### src/rtl/core/bdlp_pkg.sv
// Shared types and constants of the button debouncer with long-press detection.
`default_nettype none

package bdlp_pkg;

   // Buttons at this index and beyond have no enable bit and no level bit.
   localparam int WIDE_BUTTONS = 8;

   localparam logic [15:0] DEF_DEBOUNCE = 16'd10;
   localparam logic [15:0] DEF_LONG     = 16'd600;

   localparam logic REQ_SCAN = 1'b0;
   localparam logic REQ_POP  = 1'b1;

   localparam logic [1:0] CSR_DEBOUNCE = 2'd0;
   localparam logic [1:0] CSR_LONG     = 2'd1;
   localparam logic [1:0] CSR_ENABLE   = 2'd2;

   typedef enum logic [1:0] {
      EV_NONE    = 2'd0,
      EV_PRESS   = 2'd1,
      EV_RELEASE = 2'd2,
      EV_LONG    = 2'd3
   } event_type;

   typedef enum logic [5:0] {
      ST_IDLE     = 6'b000001,
      ST_SCAN     = 6'b000010,
      ST_SCAN_END = 6'b000100,
      ST_POP_RD   = 6'b001000,
      ST_POP_Q    = 6'b010000,
      ST_DONE     = 6'b100000
   } state_type;

endpackage

`default_nettype wire

### src/rtl/core/bdlp_slot_store.sv
// Per-button slot memory with one valid bit per entry so that a cleared slot reads as reset.
`default_nettype none

module bdlp_slot_store #(
   parameter int DEPTH = 8,
   parameter int AW = 3,
   parameter int DW = 8,
   parameter logic [DW-1:0] RST_WORD = '0
) (
   input  wire logic          clock,
   input  wire logic          reset,
   input  wire logic [DEPTH-1:0] clr,
   input  wire logic          we,
   input  wire logic [AW-1:0] waddr,
   input  wire logic [DW-1:0] wdata,
   input  wire logic          re,
   input  wire logic [AW-1:0] raddr,
   output logic      [DW-1:0] rdata
);

   logic [DW-1:0]    mem [DEPTH];
   logic [DEPTH-1:0] valid_ff;
   logic [DW-1:0]    rd_word_ff;
   logic             rd_vld_ff;

   always_ff @(posedge clock) begin
      if (we) begin
         mem[waddr] <= wdata;
      end
      if (re) begin
         rd_word_ff <= mem[raddr];
      end
   end

   always_ff @(posedge clock) begin
      if (reset) begin
         valid_ff  <= '0;
         rd_vld_ff <= 1'b0;
      end else begin
         valid_ff <= valid_ff & ~clr;
         if (we) begin
            valid_ff[waddr] <= 1'b1;
         end
         if (re) begin
            rd_vld_ff <= valid_ff[raddr];
         end
      end
   end

   // An entry that was never written since its last clear reads as the reset slot.
   assign rdata = rd_vld_ff ? rd_word_ff : RST_WORD;

endmodule

`default_nettype wire

### src/rtl/core/bdlp_event_queue.sv
// Event storage: one circular queue of event codes per button, registered read.
`default_nettype none

module bdlp_event_queue #(
   parameter int NUM_BUTTONS = 8,
   parameter int QUEUE_DEPTH = 4,
   parameter int BW = 3,
   parameter int PW = 2
) (
   input  wire logic                clock,
   input  wire logic                we,
   input  wire logic [BW-1:0]       wr_btn,
   input  wire logic [PW-1:0]       wr_ptr,
   input  wire bdlp_pkg::event_type wr_data,
   input  wire logic                re,
   input  wire logic [BW-1:0]       rd_btn,
   input  wire logic [PW-1:0]       rd_ptr,
   output bdlp_pkg::event_type      rd_data
);

   bdlp_pkg::event_type mem [NUM_BUTTONS][QUEUE_DEPTH];
   bdlp_pkg::event_type rd_data_ff;

   always_ff @(posedge clock) begin
      if (we) begin
         mem[wr_btn][wr_ptr] <= wr_data;
      end
      if (re) begin
         rd_data_ff <= mem[rd_btn][rd_ptr];
      end
   end

   assign rd_data = rd_data_ff;

endmodule

`default_nettype wire

### src/rtl/core/button_debounce_long_press.sv
// Top level: sequencer and datapath of the button debouncer with long-press detection.
//
//  Channel | Direction | Signals                         | Contents
//  req     | in        | req_tvalid/tready/tdata/tuser   | scan sample or pop request
//  rsp     | out       | rsp_tvalid/tready/tdata         | one result item per request
//  csr     | in        | csr_we/csr_index/csr_wdata      | register writes, no read-back
//
// A scan walks the button slots through the slot memory, one slot read and one
// write-back per cycle: the result is registered once the walk is through and
// the output register is free.
// A pop goes through slot read, queue read, then the result; a pop of a disabled
// or absent button goes straight to the result.
// Reset is synchronous; the slot memory needs no clearing pass, valid bits stand in.
// A new item is taken once the previous result sits in the output register.
// The block waits with its result while rsp_tready is low.
`default_nettype none

module button_debounce_long_press #(
   parameter int NUM_BUTTONS = 8,
   parameter int QUEUE_DEPTH = 4
) (
   input  wire logic        clock,
   input  wire logic        reset,
   input  wire logic        req_tvalid,
   output logic             req_tready,
   // now_time [31:0], raw_levels [39:32], button_sel [42:40], zero fill [47:43]
   input  wire logic [47:0] req_tdata,
   // req_type [0]
   input  wire logic        req_tuser,
   output logic             rsp_tvalid,
   input  wire logic        rsp_tready,
   // events_raised [3:0], event_code [5:4], is_down [6], held_time [38:7], zero fill [39]
   output logic      [39:0] rsp_tdata,
   input  wire logic        csr_we,
   input  wire logic [1:0]  csr_index,
   input  wire logic [15:0] csr_wdata
);

   localparam int BW = (NUM_BUTTONS > 1) ? $clog2(NUM_BUTTONS) : 1;
   localparam int PW = (QUEUE_DEPTH > 1) ? $clog2(QUEUE_DEPTH) : 1;
   localparam int CW = $clog2(QUEUE_DEPTH + 1);
   localparam int SCAN_N = (NUM_BUTTONS < bdlp_pkg::WIDE_BUTTONS) ?
                           NUM_BUTTONS : bdlp_pkg::WIDE_BUTTONS;

   typedef struct packed {
      logic          stable;
      logic          last_raw;
      logic          long_done;
      logic [31:0]   edge_time;
      logic [31:0]   press_time;
      logic [PW-1:0] head;
      logic [CW-1:0] count;
   } slot_type;

   localparam int SLOT_W = $bits(slot_type);
   localparam slot_type SLOT_RST = '{stable: 1'b0, last_raw: 1'b1, long_done: 1'b0,
                                     edge_time: 32'd0, press_time: 32'd0,
                                     head: '0, count: '0};

   // Configuration registers.
   logic [15:0] deb_ff, lng_ff;
   logic [7:0]  en_ff;
   logic [15:0] deb_eff, lng_eff;
   logic [NUM_BUTTONS-1:0] slot_clr;

   always_ff @(posedge clock) begin
      if (reset) begin
         deb_ff <= bdlp_pkg::DEF_DEBOUNCE;
         lng_ff <= bdlp_pkg::DEF_LONG;
         en_ff  <= '0;
      end else if (csr_we) begin
         case (csr_index)
            bdlp_pkg::CSR_DEBOUNCE: deb_ff <= csr_wdata;
            bdlp_pkg::CSR_LONG:     lng_ff <= csr_wdata;
            bdlp_pkg::CSR_ENABLE:   en_ff  <= csr_wdata[7:0];
            default: ;
         endcase
      end
   end

   // A slot whose enable bit rises starts over from its reset contents.
   always_comb begin
      slot_clr = '0;
      for (int i = 0; i < SCAN_N; i++) begin
         slot_clr[i] = csr_we && (csr_index == bdlp_pkg::CSR_ENABLE) &&
                       csr_wdata[i] && !en_ff[i];
      end
   end

   assign deb_eff = (deb_ff == 16'd0) ? bdlp_pkg::DEF_DEBOUNCE : deb_ff;
   assign lng_eff = (lng_ff < deb_eff) ? bdlp_pkg::DEF_LONG : lng_ff;

   // Sequencer and item registers.
   bdlp_pkg::state_type state_ff, state_in;
   logic          req_type_ff;
   logic [31:0]   now_ff;
   logic [7:0]    raw_ff;
   logic [BW-1:0] sel_ff;
   logic [BW-1:0] scan_idx_ff;
   logic          p_vld_ff;
   logic [BW-1:0] p_idx_ff;
   logic [3:0]    ev_cnt_ff;
   logic          has_ev_ff;
   logic          down_ff;
   logic [31:0]   held_ff;
   logic          rsp_valid_ff;
   logic [39:0]   rsp_data_ff;

   logic          req_acc;
   logic          out_free;
   logic [2:0]    req_sel;
   logic          sel_ok;
   logic [2:0]    p_idx3;

   // Slot memory and event queue ports.
   logic          slot_re, slot_we;
   logic [BW-1:0] slot_raddr, slot_waddr;
   slot_type      slot_wdata, slot_rdata;
   slot_type      scan_nxt, pop_nxt;
   logic          q_we, q_re;
   logic [PW-1:0] q_wptr;
   bdlp_pkg::event_type q_wdata, q_rdata;

   // Scan datapath signals.
   logic          raw_bit, pressed, push;
   logic [31:0]   dt_edge, dt_press;
   logic [CW:0]   tail_sum;
   bdlp_pkg::event_type scan_ev;

   assign req_tready = (state_ff == bdlp_pkg::ST_IDLE);
   assign req_acc    = req_tvalid && req_tready;
   assign out_free   = !rsp_valid_ff || rsp_tready;
   assign req_sel    = req_tdata[42:40];
   assign sel_ok     = (32'(req_sel) < NUM_BUTTONS) && en_ff[req_sel];
   assign p_idx3     = 3'(p_idx_ff);

   always_comb begin
      state_in = state_ff;
      case (state_ff)
         bdlp_pkg::ST_IDLE: begin
            if (req_acc) begin
               if (req_tuser == bdlp_pkg::REQ_SCAN) begin
                  state_in = bdlp_pkg::ST_SCAN;
               end else if (sel_ok) begin
                  state_in = bdlp_pkg::ST_POP_RD;
               end else begin
                  state_in = bdlp_pkg::ST_DONE;
               end
            end
         end
         bdlp_pkg::ST_SCAN: begin
            if (scan_idx_ff == BW'(SCAN_N - 1)) begin
               state_in = bdlp_pkg::ST_SCAN_END;
            end
         end
         bdlp_pkg::ST_SCAN_END: state_in = bdlp_pkg::ST_DONE;
         bdlp_pkg::ST_POP_RD:   state_in = bdlp_pkg::ST_POP_Q;
         bdlp_pkg::ST_POP_Q:    state_in = bdlp_pkg::ST_DONE;
         bdlp_pkg::ST_DONE: begin
            if (out_free) begin
               state_in = bdlp_pkg::ST_IDLE;
            end
         end
         default: state_in = bdlp_pkg::ST_IDLE;
      endcase
   end

   // Scan update of one slot, from the word read in the previous cycle.
   always_comb begin
      scan_nxt = slot_rdata;
      raw_bit  = raw_ff[p_idx3];
      pressed  = !raw_bit;
      push     = 1'b0;
      scan_ev  = bdlp_pkg::EV_NONE;
      if (raw_bit != slot_rdata.last_raw) begin
         scan_nxt.last_raw  = raw_bit;
         scan_nxt.edge_time = now_ff;
      end
      dt_edge  = now_ff - scan_nxt.edge_time;
      dt_press = now_ff - slot_rdata.press_time;
      if (dt_edge >= {16'd0, deb_eff}) begin
         if (pressed != slot_rdata.stable) begin
            scan_nxt.stable = pressed;
            push = 1'b1;
            if (pressed) begin
               scan_nxt.press_time = now_ff;
               scan_nxt.long_done  = 1'b0;
               scan_ev = bdlp_pkg::EV_PRESS;
            end else begin
               scan_ev = bdlp_pkg::EV_RELEASE;
            end
         end else if (pressed && !slot_rdata.long_done &&
                      dt_press >= {16'd0, lng_eff}) begin
            scan_nxt.long_done = 1'b1;
            push = 1'b1;
            scan_ev = bdlp_pkg::EV_LONG;
         end
      end
      tail_sum = (CW+1)'(slot_rdata.head) + (CW+1)'(slot_rdata.count);
      if (tail_sum >= (CW+1)'(QUEUE_DEPTH)) begin
         tail_sum = tail_sum - (CW+1)'(QUEUE_DEPTH);
      end
      if (push && (slot_rdata.count < CW'(QUEUE_DEPTH))) begin
         scan_nxt.count = slot_rdata.count + CW'(1);
      end
   end

   // Pop update: the oldest event leaves the queue.
   always_comb begin
      pop_nxt = slot_rdata;
      if (slot_rdata.count != '0) begin
         pop_nxt.count = slot_rdata.count - CW'(1);
         if (slot_rdata.head == PW'(QUEUE_DEPTH - 1)) begin
            pop_nxt.head = '0;
         end else begin
            pop_nxt.head = slot_rdata.head + PW'(1);
         end
      end
   end

   always_comb begin
      slot_re    = 1'b0;
      slot_raddr = scan_idx_ff;
      if (state_ff == bdlp_pkg::ST_SCAN) begin
         slot_re = 1'b1;
      end else if (state_ff == bdlp_pkg::ST_POP_RD) begin
         slot_re    = 1'b1;
         slot_raddr = sel_ff;
      end
   end

   always_comb begin
      if (state_ff == bdlp_pkg::ST_POP_Q) begin
         slot_we    = 1'b1;
         slot_waddr = sel_ff;
         slot_wdata = pop_nxt;
      end else begin
         slot_we    = p_vld_ff && en_ff[p_idx3];
         slot_waddr = p_idx_ff;
         slot_wdata = scan_nxt;
      end
   end

   assign q_we    = slot_we && (state_ff != bdlp_pkg::ST_POP_Q) && push &&
                    (slot_rdata.count < CW'(QUEUE_DEPTH));
   assign q_wptr  = PW'(tail_sum);
   assign q_wdata = scan_ev;
   assign q_re    = (state_ff == bdlp_pkg::ST_POP_Q) && (slot_rdata.count != '0);

   always_ff @(posedge clock) begin
      if (req_acc) begin
         req_type_ff <= req_tuser;
         now_ff      <= req_tdata[31:0];
         raw_ff      <= req_tdata[39:32];
         sel_ff      <= BW'(req_sel);
      end
      if (state_ff == bdlp_pkg::ST_SCAN) begin
         p_idx_ff <= scan_idx_ff;
      end
      if (state_ff == bdlp_pkg::ST_POP_Q) begin
         down_ff <= slot_rdata.stable;
         held_ff <= slot_rdata.stable ? (now_ff - slot_rdata.press_time) : 32'd0;
      end else if (req_acc) begin
         down_ff <= 1'b0;
         held_ff <= 32'd0;
      end
      if ((state_ff == bdlp_pkg::ST_DONE) && out_free) begin
         rsp_data_ff <= {1'b0, held_ff, down_ff,
                         (has_ev_ff ? q_rdata : bdlp_pkg::EV_NONE), ev_cnt_ff};
      end
   end

   always_ff @(posedge clock) begin
      if (reset) begin
         state_ff     <= bdlp_pkg::ST_IDLE;
         scan_idx_ff  <= '0;
         p_vld_ff     <= 1'b0;
         ev_cnt_ff    <= '0;
         has_ev_ff    <= 1'b0;
         rsp_valid_ff <= 1'b0;
      end else begin
         state_ff <= state_in;
         p_vld_ff <= (state_ff == bdlp_pkg::ST_SCAN);
         if (req_acc) begin
            scan_idx_ff <= '0;
            ev_cnt_ff   <= '0;
            has_ev_ff   <= 1'b0;
         end else begin
            if (state_ff == bdlp_pkg::ST_SCAN) begin
               scan_idx_ff <= scan_idx_ff + BW'(1);
            end
            // Dropped events on a full queue still count.
            if (p_vld_ff && en_ff[p_idx3] && push) begin
               ev_cnt_ff <= ev_cnt_ff + 4'd1;
            end
            if (state_ff == bdlp_pkg::ST_POP_Q) begin
               has_ev_ff <= (slot_rdata.count != '0);
            end
         end
         if ((state_ff == bdlp_pkg::ST_DONE) && out_free) begin
            rsp_valid_ff <= 1'b1;
         end else if (rsp_tready) begin
            rsp_valid_ff <= 1'b0;
         end
      end
   end

   assign rsp_tvalid = rsp_valid_ff;
   assign rsp_tdata  = rsp_data_ff;

   bdlp_slot_store #(
      .DEPTH    (NUM_BUTTONS),
      .AW       (BW),
      .DW       (SLOT_W),
      .RST_WORD (SLOT_RST)
   ) u_slot_store (
      .clock (clock),
      .reset (reset),
      .clr   (slot_clr),
      .we    (slot_we),
      .waddr (slot_waddr),
      .wdata (slot_wdata),
      .re    (slot_re),
      .raddr (slot_raddr),
      .rdata (slot_rdata)
   );

   bdlp_event_queue #(
      .NUM_BUTTONS (NUM_BUTTONS),
      .QUEUE_DEPTH (QUEUE_DEPTH),
      .BW          (BW),
      .PW          (PW)
   ) u_event_queue (
      .clock   (clock),
      .we      (q_we),
      .wr_btn  (p_idx_ff),
      .wr_ptr  (q_wptr),
      .wr_data (q_wdata),
      .re      (q_re),
      .rd_btn  (sel_ff),
      .rd_ptr  (slot_rdata.head),
      .rd_data (q_rdata)
   );

   // The scan pipeline never writes back the slot it is reading in the same cycle.
   a_no_slot_overlap: assert property (@(posedge clock) disable iff (reset)
      slot_we && slot_re |-> slot_waddr != slot_raddr)
      else $error("slot read and write-back hit the same entry");

   // A processed slot always comes from a read issued by the scan walk.
   a_pipe_from_scan: assert property (@(posedge clock) disable iff (reset)
      p_vld_ff |-> $past(state_ff == bdlp_pkg::ST_SCAN))
      else $error("scan stage valid without a scan read");

   // A scan never raises more events than it has slots.
   a_event_bound: assert property (@(posedge clock) disable iff (reset)
      ev_cnt_ff <= 4'(SCAN_N))
      else $error("event count exceeds the number of scanned slots");

   // A pop result never reports an event for a scan item.
   a_pop_only_event: assert property (@(posedge clock) disable iff (reset)
      has_ev_ff && (state_ff == bdlp_pkg::ST_DONE) |-> req_type_ff == bdlp_pkg::REQ_POP)
      else $error("event code pending on a scan item");

endmodule

`default_nettype wire
### config.mk
export PLATFORM = sky130hd
export DESIGN_NAME = button_debounce_long_press
export DESIGN_NICKNAME = d
export VERILOG_FILES = /design/src/rtl/core/bdlp_pkg.sv /design/src/rtl/core/bdlp_slot_store.sv /design/src/rtl/core/bdlp_event_queue.sv /design/src/rtl/core/button_debounce_long_press.sv
export SDC_FILE = /design/constraint.sdc
export NUM_CORES = 1
export LEC_CHECK = 0
export ABC_CLOCK_PERIOD_IN_PS = 7350
export BUFFER_PORTS_ARGS = -buffer_cell sky130_fd_sc_hd__buf_4
export CAP_MARGIN = 30
export CELL_PAD_IN_SITES_DETAIL_PLACEMENT = 1
export CELL_PAD_IN_SITES_GLOBAL_PLACEMENT = 1
export CORE_MARGIN = 4
export CORE_UTILIZATION = 44
export DETAILED_ROUTE_END_ITERATION = 8
export GPL_ROUTABILITY_DRIVEN = 0
export PLACE_DENSITY_LB_ADDON = 0.1
export SETUP_SLACK_MARGIN = 0.05
export SLEW_MARGIN = 5
export SYNTH_ARGS = -nofsm -noshare
export SYNTH_HDL_FRONTEND = slang
export SYNTH_SLANG_ARGS = --single-unit
### constraint.sdc
create_clock -name clock -period 7.35 [get_ports clock]
set_input_delay 0.735 -clock clock [delete_from_list [all_inputs] [get_ports clock]]
set_output_delay 0.735 -clock clock [all_outputs]
set_load 0.1 [all_outputs]
==> flow_summary.ini, run 1 <==
[outcome]
status = finished clean

[floorplan]
core_area_mm2 = 0.09166
row_count = 111
ios = 114
fp.dieH_um = 312.1
dieArea_mm2 = 0.09743
initial_utilization_pct = 44.40
die_x_um = 312.1

[placement]
post_dp_cell_area_mm2 = 0.04331
place_ws_ps = -193.5
dp_hpwl_um = 79060
port_buffers = 107

[finish]
finalInstanceArea_mm2 = 0.04720
nNetsFinal = 3939
area_growth_pct = 15.98
final_layout_size_suffix_gt1_share_pct = 13.40

[sta]
tns_ps = 0
drv_slew = 0
worst_slack_ps = 361.7
finalSetupViolations = 0
worst_hold_slack_ps = 241.7
skew_ps = 30.62
final_hold_viol_count = 0
slew_headroom_pct = 35.37
min_period_ps = 6988
rsz0062_at_grt = no
timing.final.crit_share_pct = 95.08
fmax_ghz = 0.1431
worst_pin_slew_ps = 969.5

[clocking]
worstSkewPairLatency_ps = 680
htreeDepth = 3
cts-buffers-inserted = 96
cts_root_buf = clkbuf_16
cts_tree = built
cts.sink_count = 900
clkTransAtPathRegs_ps = 60
cts_buffer_depth = 3
ctsHoldBuffers = 0

[drt]
drt_iter0_markers = 2441
wl_um = 128500
drt_pass1_iterations = 5
drtAntennaViolNets = 0
via_per_inst = 5.838
drc = 0
wire_per_inst_um = 25.62
vias = 29290

[setup_path]
end_kind = flop
cp_data_required_time_ps = 7750
max_stage_delay_ps = 520
start_kind = flop
cp_slowest_cell = mux4_2
crit_fanout = 10
crit_path_frequent_cell = buf_12
crit_arrival_ps = 7380
path_class = flop to flop

[synth]
synth-seq-area-share_pct = 64.73
ys.flop_type = edfxtp_1
syn_area_per_cell_um2 = 11.28
postSynthCellCount = 3607
synth_top_area_share_pct = 61.39
yosysTopAreaCell = edfxtp_1
ys_ff_latch = 900
async_flop_share_pct = 0
ys_top_cells_by_area = edfxtp_1 (61%), nand2_1 (8.3%), nand3_1 (5.2%)
synth_edf_count = 832
synth_commonest_cells = nand2_1 (901), edfxtp_1 (832), nand3_1 (424)
yosysWarnings = 0
post-synth-top-count-cell = nand2_1
syn_area_mm2 = 0.04070
syn_nets = 3798
yosys.cell_types.count = 86

[grt]
grt_use_met1_pct = 34.48
grt_pass1_wl_um = 190500
gr-usage-all-layers_pct = 25.76
grt_antenna_before_repair = 5
grt_pass1_vias = 30858
grt_start_max_net_pins = 147
met3_usage_pct = 5.172
globalRoute.busiestLayer = met2
grt-ovfl-total = 0
met2_usage_pct = 42.18

[power]
p_per_area_mw_per_mm2 = 261.5
peakVddDrop_mv = 0.2239
p_leak_nw = 17.11

[hold_path]
min_path_type = input pin to flop

[job]
drv_cap = 0
[cell families after synthesis]
logic type	share of synthesized area [%]
and+or+nand+nor	18.14
adders and majority gates	3.695
xor gates and xnor gates	1.054
other	0.009214
AOI/OAI and AO/OA	7.901
DFF	64.73
buffers and inverters	2.696
muxes	1.771
[timing repair]
item                       CTS  global route
gates resized for setup     29            82
cloned                       0             5
pin swaps                    1            15
setup endpoints to repair  338           427
setup buffers                0            13
[area by class of cell]
type	instances	area [um^2]
Clock inverter	59	606.8
Fill cell	9567	44460
Clock buffer	119	2581
Timing Repair Buffer	237	2102
Tap cell	1186	1484
Sequential cell	900	26350
Antenna cell	3	7.507
Multi-Input combinational cell	2430	13760
Inverter	83	311.5
[flip-flops by register name, indices dropped and copies added, names as in the netlist, 16 cells and up, named ones only]
signal and count:
held_ff 32, now_ff 32, u_event_queue.mem 64, lng_ff 16, u_slot_store.mem 576, u_slot_store.rd_word_ff 72
deb_ff 16, rsp_tdata 39
[layout by cell type (no fill, tap or decap), types with 22 or more instances in the layout]
cell type,synthesis,final
buf_4,1,213
ha_1,117,116
dfxtp_1,68,67
nor2_1,172,166
xor2_1,22,22
nand3_1,424,422
a21o_1,34,34
edfxtp_1,832,832
nor3_1,28,24
a21oi_1,214,201
xnor2_1,27,25
mux4_2,24,24
inv_1,83,82
nand2_1,901,899
clkbuf_16,0,101
o21ai_0,160,125
and2_1,25,25
[worst paths after layout]
kind	start	to	slack, ps	cells after the start
max	p_idx3[0]	u_slot_store.mem[4][33]	360	31
min	req_tdata[19]	now_ff[19]	240	1
max reg2reg	p_idx3[0]	u_slot_store.mem[4][33]	360	31
min reg2reg	held_ff[23]	rsp_tdata[30]	420	0
[report_power, final]
part	switching (mW)	internal [mW]
combinational	1.01	0.589
sequential	0.103	5.74
clock	2.05	2.85
total	3.16	9.18
[metrics by stage]
stage                     std cells  total power, mW  util (%)
after floorplan                3607            6.839         -
after global placement         4811            7.356     47.19
after detailed placement       4814            7.416     47.25
after CTS                      4992            12.31     50.78
after global routing           5014            12.81     51.49
final                          5017            12.34     51.50
[metal layers]
metal | vias up | part of all wire (%)
met4 | 4 | 3.9
met1 | 14863 | 43
li1 | 13307 | -
met3 | 217 | 6.6
met5 | - | 0.018
met2 | 899 | 47
[critical path, delay by kind of cell (launching register included)]
family	cells	cell delay [ps]
fa+ha+maj	2	570
mux	2	870
buf+inv	6	900
xor+xnor	2	470
compound gates	11	2300
flops	1	420
simple gates	8	1160
(Power assumes the default switching activity.)
==> inputs of run 2 (changes only) <==
--- a/config.mk
+++ b/config.mk
@@ -15,6 +15,7 @@
 export DETAILED_ROUTE_END_ITERATION = 8
 export GPL_ROUTABILITY_DRIVEN = 0
 export PLACE_DENSITY_LB_ADDON = 0.1
+export REMOVE_ABC_BUFFERS = 1
 export SETUP_SLACK_MARGIN = 0.05
 export SLEW_MARGIN = 5
 export SYNTH_ARGS = -nofsm -noshare
==> run 2 against run 1 <==
  * Via count is 0.62% lower
  * Setup slack worse by 1.7 ps
  * Core utilization is 0.18 points lower
  * Count of clock-buffer cells in the layout is 4 lower
  * Clock skew is 2.8 ps lower
  * Hold slack worse by 1.4 ps
  * Total power is 2.1% lower
  * Critical path depth stayed put
==> flow_summary.ini, run 2 (synthesis results as in run 1) <==
[floorplan]
ios = 114
core_area_mm2 = 0.09166
initial_utilization_pct = 44.40
fp.dieH_um = 312.1
row_count = 111
die_x_um = 312.1
dieArea_mm2 = 0.09743

[power]
p_per_area_mw_per_mm2 = 256.9
p_total_mw = 12.09
peakVddDrop_mv = 0.1970
p_leak_nw = 17.08

[grt]
met3_usage_pct = 3.276
met2_usage_pct = 43.04
grt_pass1_vias = 30952
grt_pass1_wl_um = 185500
grt_start_max_net_pins = 145
grt_antenna_before_repair = 0
gr-usage-all-layers_pct = 24.78
globalRoute.busiestLayer = met2
grt-ovfl-total = 0
grt_use_met1_pct = 33.13

[setup_path]
path_class = flop to flop
crit_arrival_ps = 7340
max_stage_delay_ps = 620
start_kind = flop
r2r-start = p_idx3[0]
cp_data_required_time_ps = 7700
r2r_slack_ps = 360
reg2reg_depth = 31
timing.rr.end = u_event_queue.mem[0][1]
cp_slowest_cell = or4b_4
crit_fanout = 8
crit_path_frequent_cell = buf_4
end_kind = flop

[finish]
nNetsFinal = 3953
diodes = 0
finalInstanceArea_mm2 = 0.04704
top_regs = u_slot_store.mem: 576 flops, u_slot_store.rd_word_ff: 72 flops, u_event_queue.mem: 64 flops
fin_cells = 5022
mostFrequentLayoutCells = nand2_1 (898), edfxtp_1 (832), nand3_1 (423), buf_4 (229), a21oi_1 (205)
largest_register_ffs = 576
final_common_cell = nand2_1
area_growth_pct = 15.56
final_layout_size_suffix_gt1_share_pct = 13.63
top_register = u_slot_store.mem

[sta]
drv_slew = 0
fmax_ghz = 0.1431
worst_pin_slew_ps = 1004
slew_headroom_pct = 33.07
final_hold_viol_count = 0
min_period_ps = 6990
finalSetupViolations = 0
timing.final.crit_share_pct = 95.10
rsz0062_at_grt = yes
skew_ps = 27.83
tns_ps = 0

[placement]
dp_hpwl_um = 76300
place_inst = 4834
port_buffers = 107
post_dp_cell_area_mm2 = 0.04350

[drt]
drt_pass1_iterations = 5
wl_um = 123200
vias = 29107
drt_iter0_markers = 1963
drc = 0
drtAntennaViolNets = 0
wire_per_inst_um = 24.54
via_per_inst = 5.796

[clocking]
cts.sink_count = 900
cts-buffers-inserted = 96
cts_root_buf = clkbuf_16
worstSkewPairLatency_ps = 670
cts_buffer_depth = 3
clkTransAtPathRegs_ps = 60
htreeDepth = 3
ctsHoldBuffers = 0
cts_tree = built

[hold_path]
hold_end = now_ff[21]
min_path_type = input pin to flop
worstHoldPathCells = 1
min_from = req_tdata[21]

[outcome]
status = finished clean

[job]
drv_cap = 0
[run 2: worst max-delay path, delay by kind of cell, from the launching register on]
kind	cells	cell delay, ps
XOR/XNOR	2	560
AND/OR/NAND/NOR	10	1910
adder cells (fa/ha/maj)	2	620
AO/OA/AOI/OAI	9	1440
flip-flops	1	330
multiplexers	2	860
buffers and inverters	6	940
[run 2: metal layers]
| metal | share of wire [%] | routed length, um |
|---|---|---|
| met5 | 0 | 0 |
| met4 | 2.3 | 2786 |
| met3 | 4.8 | 5928 |
| met2 | 49 | 60560 |
| met1 | 44 | 53960 |
[run 2: metrics by stage]
step                      hold WS (ps)  setup slack [ps]  util (%)
after detailed placement         406.2            -577.9     47.45
after floorplan                  400.3             -2830         -
after global routing             203.6            -6.530     51.31
after global placement           406.0            -277.1     47.36
final                            240.3             360.0     51.31
after CTS                        198.8             2.968     50.88
[run 2: layout make-up]
type,instances,area (um^2)
clock buffers,115,2537
clock inverters,57,481.7
fillers,9592,44630
inverters,83,311.5
multi-input cells,2430,13710
flip-flops and latches,900,26350
well taps,1186,1484
repair buffers,251,2166
[run 2: worst max-delay path by stage]
stage,startpoint,to,depth (start not counted)
6_report,p_idx3[0],u_event_queue.mem[0][1],31
5_1_grt,p_idx3[0],u_event_queue.mem[5][0],31
4_1_cts,p_idx3[0],u_slot_store.mem[7][19],32
3_5_place_dp,p_idx3[0],u_slot_store.mem[6][8],25
3_3_place_gp,p_idx3[0],u_slot_store.mem[5][10],27
2_1_floorplan,state_ff[2],u_slot_store.rd_vld_ff,7
[run 2: power by group]
group / internal [mW] / switching (mW)
sequential: 5.74 / 0.0932
clock: 2.70 / 1.98
combinational: 0.600 / 0.972
total: 9.04 / 3.04
[run 2: what timing repair did]
action                     CTS  global route
setup endpoints to repair  412           412
pin swaps                    3            12
gates cloned                 0             5
setup buffers                2             8
gates resized for setup     46            57
